<file path="src/rtl/stt_pkg.sv">
// Shared types, constants and codes for the sparse triplet table.
// No dependencies; every other file in rtl/ refers to it by scoped names.
`timescale 1ns / 1ps
`default_nettype none

package stt_pkg;

    localparam int CAPACITY = 1024;
    localparam int ADDR_W   = (CAPACITY > 1) ? $clog2(CAPACITY) : 1;
    localparam int COUNT_W  = $clog2(CAPACITY + 1);
    localparam int DIM_W    = 17;
    localparam int INDEX_W  = 16;
    localparam int VALUE_W  = 32;
    localparam int ENTRY_W  = 2 * INDEX_W + VALUE_W;
    localparam int KEY_W    = 2 * INDEX_W;

    localparam logic [COUNT_W-1:0] CAPACITY_COUNT = COUNT_W'(CAPACITY);

    // Request operations
    localparam logic OP_GET = 1'b0;
    localparam logic OP_SET = 1'b1;

    // Result status codes
    localparam logic [1:0] STATUS_OK    = 2'd0;
    localparam logic [1:0] STATUS_RANGE = 2'd1;
    localparam logic [1:0] STATUS_ZERO  = 2'd2;
    localparam logic [1:0] STATUS_FULL  = 2'd3;

    // Register select (word address bit of the configuration port)
    localparam logic REG_ROW_COUNT    = 1'b0;
    localparam logic REG_COLUMN_COUNT = 1'b1;

    typedef struct packed {
        logic [DIM_W-1:0] row_count;
        logic [DIM_W-1:0] column_count;
    } cfg_t;

    typedef struct packed {
        logic signed [VALUE_W-1:0] read_value;
        logic [1:0]                status;
    } result_t;

    typedef struct packed {
        logic               en;
        logic [ADDR_W-1:0]  addr;
        logic [ENTRY_W-1:0] data;
    } ram_wr_t;

endpackage

`default_nettype wire

</file>
<file path="src/rtl/stt_cfg_regs.sv">
// Configuration registers (row and column dimensions) behind the APB-style port.
// Depends on stt_pkg.
`timescale 1ns / 1ps
`default_nettype none

module stt_cfg_regs (
    input  wire logic          clk,
    input  wire logic          rst_n,
    input  wire logic          psel,
    input  wire logic          penable,
    input  wire logic          pwrite,
    input  wire logic [2:0]    paddr,
    input  wire logic [31:0]   pwdata,
    output logic      [31:0]   prdata,
    output logic               pready,
    output stt_pkg::cfg_t      cfg
);

    logic [stt_pkg::DIM_W-1:0] row_count_reg;
    logic [stt_pkg::DIM_W-1:0] column_count_reg;
    logic                      wr_en;

    assign pready = 1'b1;
    assign wr_en  = psel && penable && pwrite;

    always_ff @(posedge clk or negedge rst_n)
    begin
        if (!rst_n)
        begin
            row_count_reg    <= '0;
            column_count_reg <= '0;
        end
        else if (wr_en)
        begin
            case (paddr[2])
                stt_pkg::REG_ROW_COUNT:    row_count_reg    <= pwdata[stt_pkg::DIM_W-1:0];
                stt_pkg::REG_COLUMN_COUNT: column_count_reg <= pwdata[stt_pkg::DIM_W-1:0];
                default: ;
            endcase
        end
    end

    always_comb
    begin
        case (paddr[2])
            stt_pkg::REG_ROW_COUNT:
                prdata = {{(32 - stt_pkg::DIM_W){1'b0}}, row_count_reg};
            stt_pkg::REG_COLUMN_COUNT:
                prdata = {{(32 - stt_pkg::DIM_W){1'b0}}, column_count_reg};
            default:
                prdata = '0;
        endcase
    end

    assign cfg.row_count    = row_count_reg;
    assign cfg.column_count = column_count_reg;

endmodule

`default_nettype wire

</file>
<file path="config.mk">
export PLATFORM = sky130hd
export DESIGN_NAME = stt_cfg_regs
export DESIGN_NICKNAME = d
export VERILOG_FILES = /design/src/rtl/stt_pkg.sv /design/src/rtl/stt_cfg_regs.sv
export SDC_FILE = /design/constraint.sdc
export NUM_CORES = 1
export LEC_CHECK = 0
export ABC_AREA = 1
export BUFFER_PORTS_ARGS = -buffer_cell sky130_fd_sc_hd__clkbuf_2
export CAP_MARGIN = 20
export CORE_ASPECT_RATIO = 0.6
export CORE_MARGIN = 10
export CORE_UTILIZATION = 43
export DETAILED_ROUTE_END_ITERATION = 8
export PLACE_DENSITY = 0.86
export SLEW_MARGIN = 20
export SYNTH_ARGS = -nofsm -noshare
export SYNTH_HDL_FRONTEND = slang
export SYNTH_SLANG_ARGS = --single-unit
</file>
<file path="constraint.sdc">
create_clock -name clk -period 1 [get_ports clk]
set_input_delay 0.2 -clock clk [delete_from_list [all_inputs] [get_ports clk]]
set_output_delay 0.2 -clock clk [all_outputs]
set_load 0.05 [all_outputs]
</file>
==> impl_results.md <==
* Die area at around 7200 um2
* Failing checks: negative setup slack
* Peak VDD IR at 0.00115 V
* Number of top-level pins at around 110
* Post-DRT Antenna Nets at 0
* Final core utilization at 81.1%
* Via count at 1746
* H-tree depth at 2
* Worst-path fanout max at 3
* Hold Vio Cnt, Final at 0
* CTS Buf Count at 5
* Max Clock Freq at between 800 and 900 MHz
* Fraction of layout cells with a size suffix above 1 at 61.2%
* Most common cell after layout, fill and taps aside: nand2_1
* Final instance area at 3110 um2
* Worst Setup End Kind: primary output
* Final worst slack at -0.245 ns
* Root buf cell: clkbuf_8
* Clk buf depth at 2
* Detailed Routing Iterations Pass 1 at 4
* Setup crit start kind: flip-flop
* Grt ovf at 0
* Clock Sinks at 34
* Worst EP arrival at roughly 1.1 ns
* Max cap viols at 0
* FF-to-FF Start: row_count_reg[9]$_DFFE_PN0P_
* Num rows at 17
* CTS tree: done
* ANT cells at 0
* Final period utilization at 125%
* Clock-pin transition on the worst setup and hold timing paths at 0.07 ns
* Placed instance area at 2600 um2
* Antenna violations before repair at 0
* Core area at ~3800 um2
* Dominant cells by area after synthesis: dfrtp_1, nand2_1, nand3_1
* Pin count of the biggest net entering global routing at 35
* Critical path launch point: column_count_reg[3]$_DFFE_PN0P_
* Top cell type by total area after synthesis: dfrtp_1
* Share of Yosys cell area claimed by the top area cell type at a little under half
* WL final at just under 6 mm
* Syn_area_per_cell at approximately 8 um2
* Worst R2R Setup Slack at around 0.21 ns
* WP data required at about 0.80 ns
* Vias/cell at between 4 and 5
* Status: complete, but fails checks
* Post-synthesis sequential area ratio at 47.9%
* Global-route wire length before repair at slightly above 9 mm
* CP Capture Point: prdata[3]
* Netlist cell types at 13
* Initial Util at between 40% and 50%
* Number of synthesis warnings at 0
* RSZ-0062 raised after global routing: true
* Placer Congestion at around 0.8
* DRC Markers at 0
* HPWL Detailed at just over 4 mm
* Worst-skew pair later-pin latency at 0.28 ns
* Setup Skew at 0 ns
* Most frequent cells in the layout: nand2_1, nand2_2, nand3_1, dfrtp_2, clkbuf_2
* Initial drt markers at slightly below 60
* Pins Over Slew Limit at 0
* Pleak at 0.00156 uW
* WL/cell at ~17 um
* Total Power at just under 7000 uW
* Vias in the first global route at between 1500 and 2000
* Area grow syn2layout at 75.0%
* Die Height at between 60 and 70 um
* Cell Area, Synth at 1780 um2
* Crit Path Category: reg2out
* GRT Total Usage at 15.9%
* Pwr/cell area at approximately 2200 nW/um2
* Setup WS pre-CTS at -0.272 ns
* Post-Syn Instances at approximately 220
* #FFs+latches synth at 34
* Fin crit period at ~1.2 ns
* Port bufs at 73
* HP Class: in2reg
* Capturing point of the worst reg2reg path: row_count_reg[9]$_DFFE_PN0P_
* Final setup viols at between 50 and 60
* Worst hold path depth at 3
* Final net count at approximately 350
* DIE WIDTH at ~100 um
* Reg2Reg Depth at 3
## metrics by stage
stage	hold WS, ns	cells	setup TNS, ns
2_1_floorplan	-0.0956	237	-0.00529
3_3_place_gp	0.176	339	-6.40
3_5_place_dp	0.177	339	-8.71
4_1_cts	0.147	354	-7.07
5_1_grt	0.150	356	-7.85
6_report	0.148	356	-6.38
## Yosys cell counts
library cell	count
nand3_1	34
dfrtp_1	34
nand2_2	1
nand4_2	1
inv_2	2
buf_4	16
buf_2	1
clkbuf_1	1
buf_6	10
nor2_4	1
nand2_1	119
conb_1	2
nand4_4	1
## report_power, final
group          switching [uW]  leakage (uW)  internal [uW]
clock network             493     0.0000482            555
registers                 348      0.000385           1690
logic                    2240       0.00113           1480
## layout make-up
cell class                      instances  area (um2)
Tap cell                               47        58.8
Sequential cell                        34         893
Clock inverter                          1        5.00
Fill cell                             246         722
Clock buffer                            7        86.3
Inverter                                2        12.5
Multi-Input combinational cell        173         946
Timing Repair Buffer                   92        1100
## worst max-delay path: stages, from the launching register on
cell and delay (ns):
dfrtp_2 0.46, nand2_4 0.11, nand2_4 0.05, buf_12 0.14
## worst min-delay path by stage
stage,end,slack (ns),from
floorplan,column_count_reg[0]$_DFFE_PN0P_,-0.1,rst_n
global placement,column_count_reg[3]$_DFFE_PN0P_,0.18,rst_n
detailed placement,column_count_reg[5]$_DFFE_PN0P_,0.18,rst_n
CTS,column_count_reg[14]$_DFFE_PN0P_,0.15,pwdata[14]
global route,row_count_reg[13]$_DFFE_PN0P_,0.15,pwdata[13]
finish,column_count_reg[2]$_DFFE_PN0P_,0.15,pwdata[2]
## per-layer routing
layer  vias to the layer above  GRT usage, %  part of all wire [%]
met2                        75          25.7                    50
met4                         0          3.50                  0.71
met3                         9          6.85                    11
met5                         -             0                     0
met1                       825          18.9                    38
li1                        837             -                     -
## what timing repair did
action / in CTS / in global routing
endpoints found under the setup margin: 51 / 68
hold buffers: 1 / 0
pin swaps: 23 / 12
hold endpoints to repair: 34 / 0
resized for setup: 74 / 42
setup buffers: 6 / 2
## cell families (layout without fill, tap and decap cells)
logic type | count (synthesis) | after routing | share of synthesized area, %
DFF | 34 | 34 | 47.9
other | 2 | 16 | 0.423
and+or+nand+nor | 157 | 157 | 37.6
buffers and inverters | 30 | 102 | 14.0
(Power assumes the default switching activity.)
