==> src/rtl/stt_pkg.sv <==
// Shared types, constants and codes for the sparse triplet table.
// No dependencies; every other file in rtl/ refers to it by scoped names.
`timescale 1ns / 1ps
`default_nettype none

package stt_pkg;

    localparam int CAPACITY = 1024;
    localparam int ADDR_W   = (CAPACITY > 1) ? $clog2(CAPACITY) : 1;
    localparam int COUNT_W  = $clog2(CAPACITY + 1);
    localparam int DIM_W    = 17;
    localparam int INDEX_W  = 16;
    localparam int VALUE_W  = 32;
    localparam int ENTRY_W  = 2 * INDEX_W + VALUE_W;
    localparam int KEY_W    = 2 * INDEX_W;

    localparam logic [COUNT_W-1:0] CAPACITY_COUNT = COUNT_W'(CAPACITY);

    // Request operations
    localparam logic OP_GET = 1'b0;
    localparam logic OP_SET = 1'b1;

    // Result status codes
    localparam logic [1:0] STATUS_OK    = 2'd0;
    localparam logic [1:0] STATUS_RANGE = 2'd1;
    localparam logic [1:0] STATUS_ZERO  = 2'd2;
    localparam logic [1:0] STATUS_FULL  = 2'd3;

    // Register select (word address bit of the configuration port)
    localparam logic REG_ROW_COUNT    = 1'b0;
    localparam logic REG_COLUMN_COUNT = 1'b1;

    typedef struct packed {
        logic [DIM_W-1:0] row_count;
        logic [DIM_W-1:0] column_count;
    } cfg_t;

    typedef struct packed {
        logic signed [VALUE_W-1:0] read_value;
        logic [1:0]                status;
    } result_t;

    typedef struct packed {
        logic               en;
        logic [ADDR_W-1:0]  addr;
        logic [ENTRY_W-1:0] data;
    } ram_wr_t;

endpackage

`default_nettype wire

==> src/rtl/stt_scanner.sv <==
// Request sequencer: checks, scans the entry store with one key comparator,
// then overwrites, appends, reads or reports a full table. Depends on stt_pkg.
`timescale 1ns / 1ps
`default_nettype none

module stt_scanner (
    input  wire logic                               clk,
    input  wire logic                               rst_n,
    input  wire stt_pkg::cfg_t                      cfg,
    input  wire logic                               req_valid,
    output logic                                    req_stall,
    input  wire logic                               operation,
    input  wire logic        [stt_pkg::INDEX_W-1:0] row_index,
    input  wire logic        [stt_pkg::INDEX_W-1:0] column_index,
    input  wire logic signed [stt_pkg::VALUE_W-1:0] write_value,
    output logic                                    res_valid,
    output stt_pkg::result_t                        res,
    input  wire logic                               res_take,
    output logic                                    rd_en,
    output logic             [stt_pkg::ADDR_W-1:0]  rd_addr,
    input  wire logic        [stt_pkg::ENTRY_W-1:0] rd_data,
    output stt_pkg::ram_wr_t                        ram_wr
);

    localparam logic [1:0] S_IDLE    = 2'd0;
    localparam logic [1:0] S_SCAN    = 2'd1;
    localparam logic [1:0] S_RESOLVE = 2'd2;
    localparam logic [1:0] S_FINISH  = 2'd3;

    logic [1:0]                         state_reg, state_next;
    logic                               op_reg;
    logic [stt_pkg::INDEX_W-1:0]        row_reg;
    logic [stt_pkg::INDEX_W-1:0]        col_reg;
    logic [stt_pkg::VALUE_W-1:0]        val_reg;
    logic [stt_pkg::COUNT_W-1:0]        count_reg, count_next;
    logic [stt_pkg::COUNT_W-1:0]        issue_idx_reg, issue_idx_next;
    logic                               pending_reg, pending_next;
    logic [stt_pkg::ADDR_W-1:0]         pend_idx_reg;
    logic                               hit_reg, hit_next;
    logic [stt_pkg::ADDR_W-1:0]         hit_idx_reg;
    logic [stt_pkg::VALUE_W-1:0]        hit_val_reg;
    logic [stt_pkg::VALUE_W-1:0]        res_value_reg, res_value_next;
    logic [1:0]                         res_status_reg, res_status_next;

    logic accept;
    logic range_bad;
    logic zero_bad;
    logic key_match;
    logic issue_ok;

    assign req_stall = (state_reg != S_IDLE);
    assign accept    = req_valid && (state_reg == S_IDLE);

    assign range_bad = ({1'b0, row_index} >= cfg.row_count)
                    || ({1'b0, column_index} >= cfg.column_count);
    assign zero_bad  = (operation == stt_pkg::OP_SET) && (write_value == '0);

    // the shared comparator: stored key against the request coordinates
    assign key_match = pending_reg
                    && (rd_data[stt_pkg::ENTRY_W-1:stt_pkg::VALUE_W] == {row_reg, col_reg});
    assign issue_ok  = (issue_idx_reg < count_reg);

    assign rd_en   = (state_reg == S_SCAN) && !key_match && issue_ok;
    assign rd_addr = issue_idx_reg[stt_pkg::ADDR_W-1:0];

    always_comb
    begin
        state_next      = state_reg;
        count_next      = count_reg;
        issue_idx_next  = issue_idx_reg;
        pending_next    = pending_reg;
        hit_next        = hit_reg;
        res_value_next  = res_value_reg;
        res_status_next = res_status_reg;
        ram_wr.en       = 1'b0;
        ram_wr.addr     = hit_idx_reg;
        ram_wr.data     = {row_reg, col_reg, val_reg};

        case (state_reg)
            S_IDLE:
            begin
                if (accept)
                begin
                    res_value_next = '0;
                    issue_idx_next = '0;
                    pending_next   = 1'b0;
                    hit_next       = 1'b0;
                    if (range_bad)
                    begin
                        res_status_next = stt_pkg::STATUS_RANGE;
                        state_next      = S_FINISH;
                    end
                    else if (zero_bad)
                    begin
                        res_status_next = stt_pkg::STATUS_ZERO;
                        state_next      = S_FINISH;
                    end
                    else
                    begin
                        res_status_next = stt_pkg::STATUS_OK;
                        state_next      = S_SCAN;
                    end
                end
            end

            S_SCAN:
            begin
                if (key_match)
                begin
                    hit_next     = 1'b1;
                    pending_next = 1'b0;
                    state_next   = S_RESOLVE;
                end
                else if (issue_ok)
                begin
                    pending_next   = 1'b1;
                    issue_idx_next = issue_idx_reg + 1'b1;
                end
                else
                begin
                    pending_next = 1'b0;
                    state_next   = S_RESOLVE;
                end
            end

            S_RESOLVE:
            begin
                state_next = S_FINISH;
                if (op_reg == stt_pkg::OP_GET)
                begin
                    res_value_next = hit_reg ? hit_val_reg : '0;
                end
                else if (hit_reg)
                begin
                    ram_wr.en = 1'b1;
                end
                else if (count_reg == stt_pkg::CAPACITY_COUNT)
                begin
                    res_status_next = stt_pkg::STATUS_FULL;
                end
                else
                begin
                    ram_wr.en   = 1'b1;
                    ram_wr.addr = count_reg[stt_pkg::ADDR_W-1:0];
                    count_next  = count_reg + 1'b1;
                end
            end

            S_FINISH:
            begin
                if (res_take)
                begin
                    state_next = S_IDLE;
                end
            end

            default:
            begin
                state_next = S_IDLE;
            end
        endcase
    end

    always_ff @(posedge clk or negedge rst_n)
    begin
        if (!rst_n)
        begin
            state_reg     <= S_IDLE;
            count_reg     <= '0;
            issue_idx_reg <= '0;
            pending_reg   <= 1'b0;
            hit_reg       <= 1'b0;
        end
        else
        begin
            state_reg     <= state_next;
            count_reg     <= count_next;
            issue_idx_reg <= issue_idx_next;
            pending_reg   <= pending_next;
            hit_reg       <= hit_next;
        end
    end

    always_ff @(posedge clk)
    begin
        res_value_reg  <= res_value_next;
        res_status_reg <= res_status_next;
        if (accept)
        begin
            op_reg  <= operation;
            row_reg <= row_index;
            col_reg <= column_index;
            val_reg <= write_value;
        end
        if (rd_en)
        begin
            pend_idx_reg <= rd_addr;
        end
        if (key_match && (state_reg == S_SCAN))
        begin
            hit_idx_reg <= pend_idx_reg;
            hit_val_reg <= rd_data[stt_pkg::VALUE_W-1:0];
        end
    end

    assign res_valid      = (state_reg == S_FINISH);
    assign res.read_value = $signed(res_value_reg);
    assign res.status     = res_status_reg;

endmodule

`default_nettype wire

==> config.mk <==
export PLATFORM = sky130hd
export DESIGN_NAME = stt_scanner
export DESIGN_NICKNAME = d
export VERILOG_FILES = /design/src/rtl/stt_pkg.sv /design/src/rtl/stt_scanner.sv
export SDC_FILE = /design/constraint.sdc
export NUM_CORES = 1
export LEC_CHECK = 0
export ABC_AREA = 1
export ABC_CLOCK_PERIOD_IN_PS = 6000
export BUFFER_PORTS_ARGS = -buffer_cell sky130_fd_sc_hd__buf_2
export CORE_MARGIN = 10
export CORE_UTILIZATION = 29
export CTS_CLUSTER_SIZE = 8
export DETAILED_ROUTE_END_ITERATION = 10
export PLACE_DENSITY_LB_ADDON = 0.15
export SETUP_SLACK_MARGIN = 0.15
export SLEW_MARGIN = 20
export SYNTH_ARGS = -nofsm -noshare
export SYNTH_HDL_FRONTEND = slang
export SYNTH_SLANG_ARGS = --single-unit
==> constraint.sdc <==
create_clock -name clk -period 6 [get_ports clk]
set_input_delay 0.6 -clock clk [delete_from_list [all_inputs] [get_ports clk]]
set_output_delay 0.6 -clock clk [all_outputs]
set_load 0.02 [all_outputs]
==> flow_summary.ini, run 1 <==
[timing]
setup_tns_ps = 0
skew_ps = 11.86
min_period_ps = 3368
slew_headroom_pct = 50.14
maxSlewViolCount = 0
worstMarginPinSlew_ps = 746.8
finalSetupViolCount = 0
hold_viol_final = 0
rsz0062_at_grt = no
finalCritPeriodShare_pct = 56.14
max_freq_ghz = 0.2969

[detailed_routing]
drc_errors = 0
firstDrtPassIters = 4
met2_length_um = 12190
ant_nets = 0
wl_met3_um = 2784
viasPerCell = 4.296
drt-met1-wl_um = 11950
vias = 6684
top_layer_used = met5
routedWlPerCell_um = 17.55
routed_wl_um = 27310
drt_iter0_markers = 260

[cells_and_area]
final_cell_area_um2 = 11180
nets = 1363
nFillCells = 3076
layout_common_cells = buf_2, nand2_1, edfxtp_1
area_growth_pct = 28.20
final_common_cell = buf_2
drive_gt1_share_pct = 32.50

[clock_network]
cts_inserted_buffers = 17
h-tree-depth = 4
cts_tree = yes
clk_path_buf_depth = 2
clk_pin_slew_worst_paths_ps = 70
cts_setup_buffers = 0
cts_sinks = 177
post_cts_resized = 0
cts.hold.buffers_added = 0
clk_latency_ps = 450
cts_root_buf = clkbuf_16

[critical_path]
required_ps = 5400
path_delay_family = buffers and inverters
cp_slowest_stage_delay_ps = 420
crit_path_cell_trace = inv_1 -> ha_1 -> a21oi_1 -> nor2_1 -> nor3_1 -> nand2_1 -> a21oi_1 -> nand3_1 -> inv_1 -> buf_2
crit_fanout = 11
cp_num_buf_inv = 3
path_class = reg -> out
slowest_stage = dfrtp_1
end_kind = output port
worstPathArrival_ps = 2770
start_kind = flip-flop

[synthesis]
async_reset_ff_share_pct = 14.69
avgSynthCellArea_um2 = 10.23
synth_seq_area_share_pct = 59.45
muxShareOfSynthArea_pct = 0
synth_cells = 853
synth_xor_area_share_pct = 2.611
synth_nets = 1069
synthSimpleGateAreaFrac_pct = 19.50
synth_edf_count = 151
synth_compound_area_share_pct = 3.170
syn_area_um2 = 8722
yosys.area_share.adder_pct = 7.029
synth-seq-cells = 177
yosysWarnings = 0
synth_top_family_by_area = simple AND/OR/NAND/NOR gates
synth_ff_type = edfxtp_1
synth_cell_types = 43

[floorplanning]
initial_core_util_pct = 29.43
fp.dieH_um = 193.4
die-area_um2 = 37410
fp.dieW_um = 193.4
fp-row-count = 63
io-pin-count = 289
core_area_um2 = 29640

[power]
internal-power_uw = 2676
ir_drop_v = 0.0001833
powerDensity_nw_per_um2 = 379.1
p_leak_uw = 0.005423
clock_power_share_pct = 26.7
power.switching_uw = 1563
pwr-share-comb_pct = 30.7
power_frac_seq_pct = 42.6
finalPower_uw = 4239
switching_share_pct = 36.88

[global_route]
grt_pass1_wl_um = 42290
grt_pass1_vias = 7112
grt_start_max_net_pins = 43
grt_overflow = 0
antenna_found_initial = 12
grtUsageTotal_pct = 14.65

[outcome]
status = finished clean

[min_path]
hp-class = in -> async

[placement]
numPortBuffers = 288
dp_hpwl_um = 22020
gp_congestion = 0.8234
dpl-instance-area_um2 = 10580

[flow_run]
drv_cap = 0
[through the flow]
step	worst slack, ps	utilization, %	std cells	hold WS [ps]
finish	2632	37.73	1556	185.6
global route	2375	37.71	1554	212.9
CTS	2549	37.68	1550	189.1
global placement	3070	35.70	1518	400.4
detailed placement	3043	35.70	1518	406.5
floorplan	1390	-	853	304.4
[path summary, 6_finish.rpt]
| check | startpoint | to | slack [ps] | depth (start not counted) |
|---|---|---|---|---|
| setup / recovery | count_reg[8] | rd_en | 2630 | 10 |
| hold / removal | rst_n | count_reg[4] | 190 | 1 |
| setup reg to reg | state_reg[1] | issue_idx_reg[3] | 3280 | 8 |
| hold reg to reg | pend_idx_reg[9] | hit_idx_reg[9] | 420 | 0 |
| max in group asynchronous | rst_n | issue_idx_reg[6] | 5370 | 1 |
| min in group clk | rd_data[30] | hit_val_reg[30] | 330 | 1 |
[final cells by class]
type | instances | area (um2) | area share, %
sequential | 177 | 5185 | 46.37
multi-input combinational | 497 | 2828 | 25.29
timing repair buffer | 292 | 1471 | 13.16
inverter | 162 | 608.1 | 5.438
tap | 390 | 488.0 | 4.364
clock buffer | 17 | 425.4 | 3.804
clock inverter | 15 | 161.4 | 1.443
antenna | 6 | 15.01 | 0.1343
[kinds of logic after synthesis]
group           Yosys count
simple gates            375
buf+inv                 179
flops                   177
fa+ha+maj                49
compound gates           47
xor+xnor                 26
[synth_stat cells (10+ instances only)]
cell type | number | area (um2)
buf_4 | 10 | 75.07
inv_1 | 151 | 566.8
nand4_1 | 13 | 81.33
xor2_1 | 14 | 122.6
dfrtp_1 | 26 | 650.6
ha_1 | 49 | 613.1
o21ai_0 | 16 | 80.08
nand3_1 | 31 | 155.2
nand2_1 | 170 | 638.1
xnor2_1 | 12 | 105.1
nand2_2 | 24 | 150.1
nor2_1 | 100 | 375.4
edfxtp_1 | 151 | 4534
a21oi_1 | 16 | 80.08
[per-layer routing]
metal | vias up | global-route usage, %
met3 | 34 | 7.607
met5 | - | 0
met4 | 12 | 3.948
li1 | 3358 | -
met1 | 3028 | 17.69
met2 | 252 | 22.42
[power groups by stage]
| stage | sequential [uW] | clock (uW) | combinational, uW |
|---|---|---|---|
| after global placement | 1830 | 0 | 1340 |
| after floorplan | 2070 | 0 | 570 |
| after CTS | 1810 | 1170 | 1340 |
| after global routing | 1840 | 1220 | 1450 |
| after detailed placement | 1830 | 0 | 1330 |
| final | 1800 | 1130 | 1300 |
Power figures use the tool's default switching activity.
==> inputs of run 2 (changes only) <==
ABC_CLOCK_PERIOD_IN_PS = 2780   (was 6000)
clock period = 2.78 ns   (was 6 ns; I/O delays follow)
==> run 2 against run 1 <==
Net effect: first-iteration DRC count increased by 11%; count of clock-buffer cells in the layout unchanged; total power increased by 120%; setup slack worse by 2300 ps; flip-flop and latch count is the same; via count up 2.1%; die area unchanged; register-to-register slack got worse by 2700 ps; hold slack got worse by 160 ps; combinational power up 130%; largest cell class unchanged; largest power group unchanged; highest routed layer unchanged.
==> flow_summary.ini, run 2 (synthesized netlist as in run 1, its figures left out) <==
[timing]
max_freq_ghz = 0.4050
worstMarginPinSlew_ps = 652.6
finalSetupViolCount = 0
slew_headroom_pct = 56.50
maxSlewViolCount = 0
setup_tns_ps = 0
rsz0062_at_grt = no
hold_viol_final = 0
finalCritPeriodShare_pct = 88.83
min_period_ps = 2469
skew_ps = 11.35

[clock_network]
clk_path_buf_depth = 2
cts_tree = yes
cts_inserted_buffers = 17
clk_pin_slew_worst_paths_ps = 80
clk_latency_ps = 440
cts_root_buf = clkbuf_16
cts_sinks = 177
h-tree-depth = 4

[floorplanning]
fp.dieW_um = 193.4
initial_core_util_pct = 29.43
io-pin-count = 289
die-area_um2 = 37410
fp-row-count = 63
fp.dieH_um = 193.4
core_area_um2 = 29640

[cells_and_area]
layout_common_cells = buf_2, nand2_1, edfxtp_1
nets = 1430
finalNonFillerCells = 1620
drive_gt1_share_pct = 32.36
final_core_util_pct = 40.11
final_common_cell = buf_2
area_growth_pct = 36.31

[detailed_routing]
drc_errors = 0
firstDrtPassIters = 4
routedWlPerCell_um = 16.61
viasPerCell = 4.214
ant_nets = 0
routed_wl_um = 26910
vias = 6827
drt_iter0_markers = 288

[power]
internal-power_uw = 5793
clock_power_share_pct = 26.0
pwr-share-comb_pct = 32.2
p_leak_uw = 0.005746
ir_drop_v = 0.0004829
powerDensity_nw_per_um2 = 781.8
power_frac_seq_pct = 41.8
power.switching_uw = 3502
switching_share_pct = 37.68

[global_route]
grt_pass1_vias = 7125
use_met1_pct = 17.22
grt_overflow = 0
grt_busiest_layer = met2
grtUsageTotal_pct = 14.29
antenna_found_initial = 7
grt_start_max_net_pins = 66
grt_use_met2_pct = 22.80
grt_pass1_wl_um = 41810
use_met3_pct = 6.414

[critical_path]
regToRegStartpoint = issue_idx_reg[4]
slowest_stage = dfrtp_1
crit_fanout = 7
cp_slowest_stage_delay_ps = 500
worstPathArrival_ps = 2190
end_kind = output port
crit_start = issue_idx_reg[4]
path_class = reg -> out
required_ps = 2500
r2r_slack_ps = 610
crit_path_cell_trace = ha_1 -> a21oi_1 -> o21ai_0 -> nand2_1 -> nand2_1 -> a21oi_1 -> nand3_2 -> inv_2 -> buf_2
start_kind = flip-flop

[placement]
dpl.cell_count = 1524
dp_hpwl_um = 21190
gp_congestion = 0.7897
numPortBuffers = 288

[min_path]
hp-class = in -> reg
worstHoldStart = write_value[11]

[outcome]
status = finished clean

[flow_run]
drv_cap = 0
## run 2: critical path: cells and delay by family, from the launching register on
family	cells	cell delay [ps]
buffers and inverters	2	250
and+or+nand+nor	3	270
DFF	1	500
AOI/OAI and AO/OA	3	390
adders and majority gates	1	360
## run 2: what timing repair did
| item | CTS | global route |
|---|---|---|
| pin swaps | 0 | 2 |
| hold buffers | 56 | 1 |
| setup buffers | 1 | 3 |
| gates resized for setup | 3 | 9 |
| hold endpoints to repair | 81 | 1 |
| endpoints found under the setup margin | 3 | 11 |
## run 2: layout make-up
type,instances,area [um2]
Fill cell,2991,17750
Sequential cell,177,5185
Multi-Input combinational cell,497,2868
Timing Repair Buffer,359,2142
Inverter,162,610.6
Tap cell,390,488.0
Clock buffer,17,425.4
Clock inverter,15,162.7
Antenna cell,3,7.507
## run 2: path summary, 6_finish.rpt
path,to,cells past startpoint
max reg2reg,pend_idx_reg[4],10
max,rd_en,9
min in group asynchronous,count_reg[0],2
min reg2reg,hit_idx_reg[7],0
max in group asynchronous,issue_idx_reg[4],2
min,val_reg[11],1
## run 2: metrics by stage
step | area, um2 | setup WS (ps) | hold slack (ps) | power [uW]
after floorplan | 8752 | 161.6 | -17.59 | 5716
after global placement | 10670 | 403.3 | 361.0 | 6882
after detailed placement | 10670 | 352.1 | 354.1 | 6884
after CTS | 11840 | 139.0 | 0.08080 | 9438
after global routing | 11890 | 140.9 | 0.2062 | 9902
final | 11890 | 310.7 | 30.51 | 9295
## run 2: power groups by stage
stage	logic (uW)	clock network (uW)	registers, uW
after floorplan	1260	0	4460
after global placement	2930	0	3950
after detailed placement	2930	0	3950
after CTS	3030	2510	3900
after global routing	3330	2620	3950
final	2990	2420	3890
## run 2: metal layers
layer | vias up | share of wire [%]
met5 | - | 0.19
met4 | 8 | 1.2
met3 | 22 | 8.2
met2 | 197 | 47
met1 | 3106 | 44
li1 | 3494 | -
==> inputs of run 3 (changes only) <==
ABC_CLOCK_PERIOD_IN_PS = 2600   (was 2780)
clock period = 2.6 ns   (was 2.78 ns; I/O delays follow)
==> run 3 against run 2 <==
Net effect: final area rose by 5.0%; cell count increased by 3.3%; clock power is 5% higher; die area stayed put; count of clock-buffer cells in the layout is the same; critical path type unchanged; critical endpoint unchanged.
==> flow_summary.ini, run 3 (synthesized netlist as in run 1, its figures left out) <==
[timing]
finalCritPeriodShare_pct = 91.46
maxSlewViolCount = 0
skew_ps = 8.954
worstMarginPinSlew_ps = 669.8
finalSetupViolCount = 0
slew_headroom_pct = 55.35
max_freq_ghz = 0.4205
setup_tns_ps = 0
min_period_ps = 2378
hold_viol_final = 0
rsz0062_at_grt = yes

[critical_path]
timing.rr.end = hit_idx_reg[3]
required_ps = 2340
worstPathArrival_ps = 2120
cp_num_buf_inv = 3
path_delay_family = simple AND/OR/NAND/NOR gates
path_depth = 10
start_kind = flip-flop
end_kind = output port
slowest_stage = dfrtp_1
crit_path_cell_trace = inv_2 -> ha_4 -> a21oi_2 -> nor2_1 -> nor3_2 -> nand2_1 -> a21oi_2 -> nand3_2 -> inv_2 -> buf_6
regToRegStartpoint = col_reg[2]
cp_slowest_stage_delay_ps = 400
r2r_slack_ps = 520
crit_start = count_reg[8]
r2r_cells = 7
cp-endpoint = rd_en
path_class = reg -> out
crit_fanout = 3

[cells_and_area]
layout_common_cells = buf_2, nand2_1, edfxtp_1
drive_gt1_share_pct = 33.96
area_growth_pct = 43.06
nets = 1484
finalNonFillerCells = 1673
nFillCells = 2941
final_common_cell = buf_2

[detailed_routing]
drt_iter0_markers = 264
viasPerCell = 4.219
firstDrtPassIters = 5
routedWlPerCell_um = 16.63
vias = 7058
ant_nets = 0
routed_wl_um = 27820
drc_errors = 0

[placement]
dpl.cell_count = 1529
dp_hpwl_um = 21610
numPortBuffers = 288
gp_congestion = 0.8011

[min_path]
hp-class = in -> reg
hold_depth = 1

[clock_network]
clk_path_buf_depth = 2
cts_sinks = 177
clk_latency_ps = 440
clk_pin_slew_worst_paths_ps = 80
cts_inserted_buffers = 17
cts_tree = yes
h-tree-depth = 4
cts_root_buf = clkbuf_16

[global_route]
grt_pass1_vias = 7545
grt_overflow = 0
grtUsageTotal_pct = 14.64
grt_start_max_net_pins = 43
grt_pass1_wl_um = 43040
antenna_found_initial = 8

[floorplanning]
initial_core_util_pct = 29.43
core_area_um2 = 29640
die-area_um2 = 37410
fp-row-count = 63
fp.dieW_um = 193.4
io-pin-count = 289
fp.dieH_um = 193.4

[power]
switching_share_pct = 37.43
ir_drop_v = 0.0004249
pwr-share-comb_pct = 33.3
p_leak_uw = 0.005987
finalPower_uw = 10040
powerDensity_nw_per_um2 = 804.4
internal-power_uw = 6280
power_frac_seq_pct = 41.4
clock_power_share_pct = 25.3
power.switching_uw = 3757

[outcome]
status = finished clean

[flow_run]
drv_cap = 0
-- run 3: changes by cell type in the layout (fill, tap and decap cells not counted), sizes merged --
cell,previous run,this run
buf,302,319
clkinv,7,8
clkinvlp,2,3
diode,3,2
dlygate4sd3,57,94
inv,168,166
-- run 3: power groups by stage --
stage | Combinational, uW | Sequential (uW) | Clock (uW)
after CTS | 3370 | 4160 | 2640
after detailed placement | 3200 | 4220 | 0
after floorplan | 1350 | 4760 | 0
after global routing | 3670 | 4230 | 2750
final | 3350 | 4150 | 2540
after global placement | 3210 | 4220 | 0
-- run 3: repair_timing --
item	4_1_cts	5_1_grt
gates resized for setup	12	25
hold endpoints to repair	119	0
pin swaps	2	5
setup endpoints to repair	11	10
hold buffers	94	0
buffers inserted	4	12
-- run 3: stage by stage --
| step | instance area [um2] | setup WS [ps] | hold WS (ps) | utilization [%] |
|---|---|---|---|---|
| floorplan | 8762 | 2.080 | -35.59 | - |
| global placement | 10740 | 270.8 | 341.4 | 36.25 |
| detailed placement | 10740 | 231.4 | 340.3 | 36.25 |
| CTS | 12310 | 117.7 | 1.448 | 41.52 |
| global route | 12470 | 77.72 | 3.080 | 42.08 |
| finish | 12480 | 222.0 | 34.43 | 42.10 |
-- run 3: how the worst min path moves through the flow --
stage | start | endpoint
after floorplan | rst_n | count_reg[0]
after global placement | rst_n | count_reg[5]
after detailed placement | rst_n | count_reg[4]
after CTS | column_index[6] | col_reg[6]
after global routing | row_index[5] | row_reg[5]
final | column_index[6] | col_reg[6]
-- run 3: cell type report --
type / instances / area, um2 / share of cell area, %
antenna: 2 / 5.005 / 0.04011
clock buffer: 17 / 425.4 / 3.409
clock inverter: 15 / 147.6 / 1.183
inverter: 162 / 616.8 / 4.943
multi-input combinational: 497 / 2925 / 23.44
sequential: 177 / 5191 / 41.60
tap: 390 / 488.0 / 3.911
timing repair buffer: 413 / 2679 / 21.47
-- run 3: metal layers --
metal / GRT usage, % / wire, um / vias up
li1: - / - / 3590
met1: 17.34 / 12030 / 3193
met5: 0 / 69 / -
met2: 23.64 / 12970 / 230
met4: 3.462 / 306 / 12
met3: 6.743 / 2446 / 33
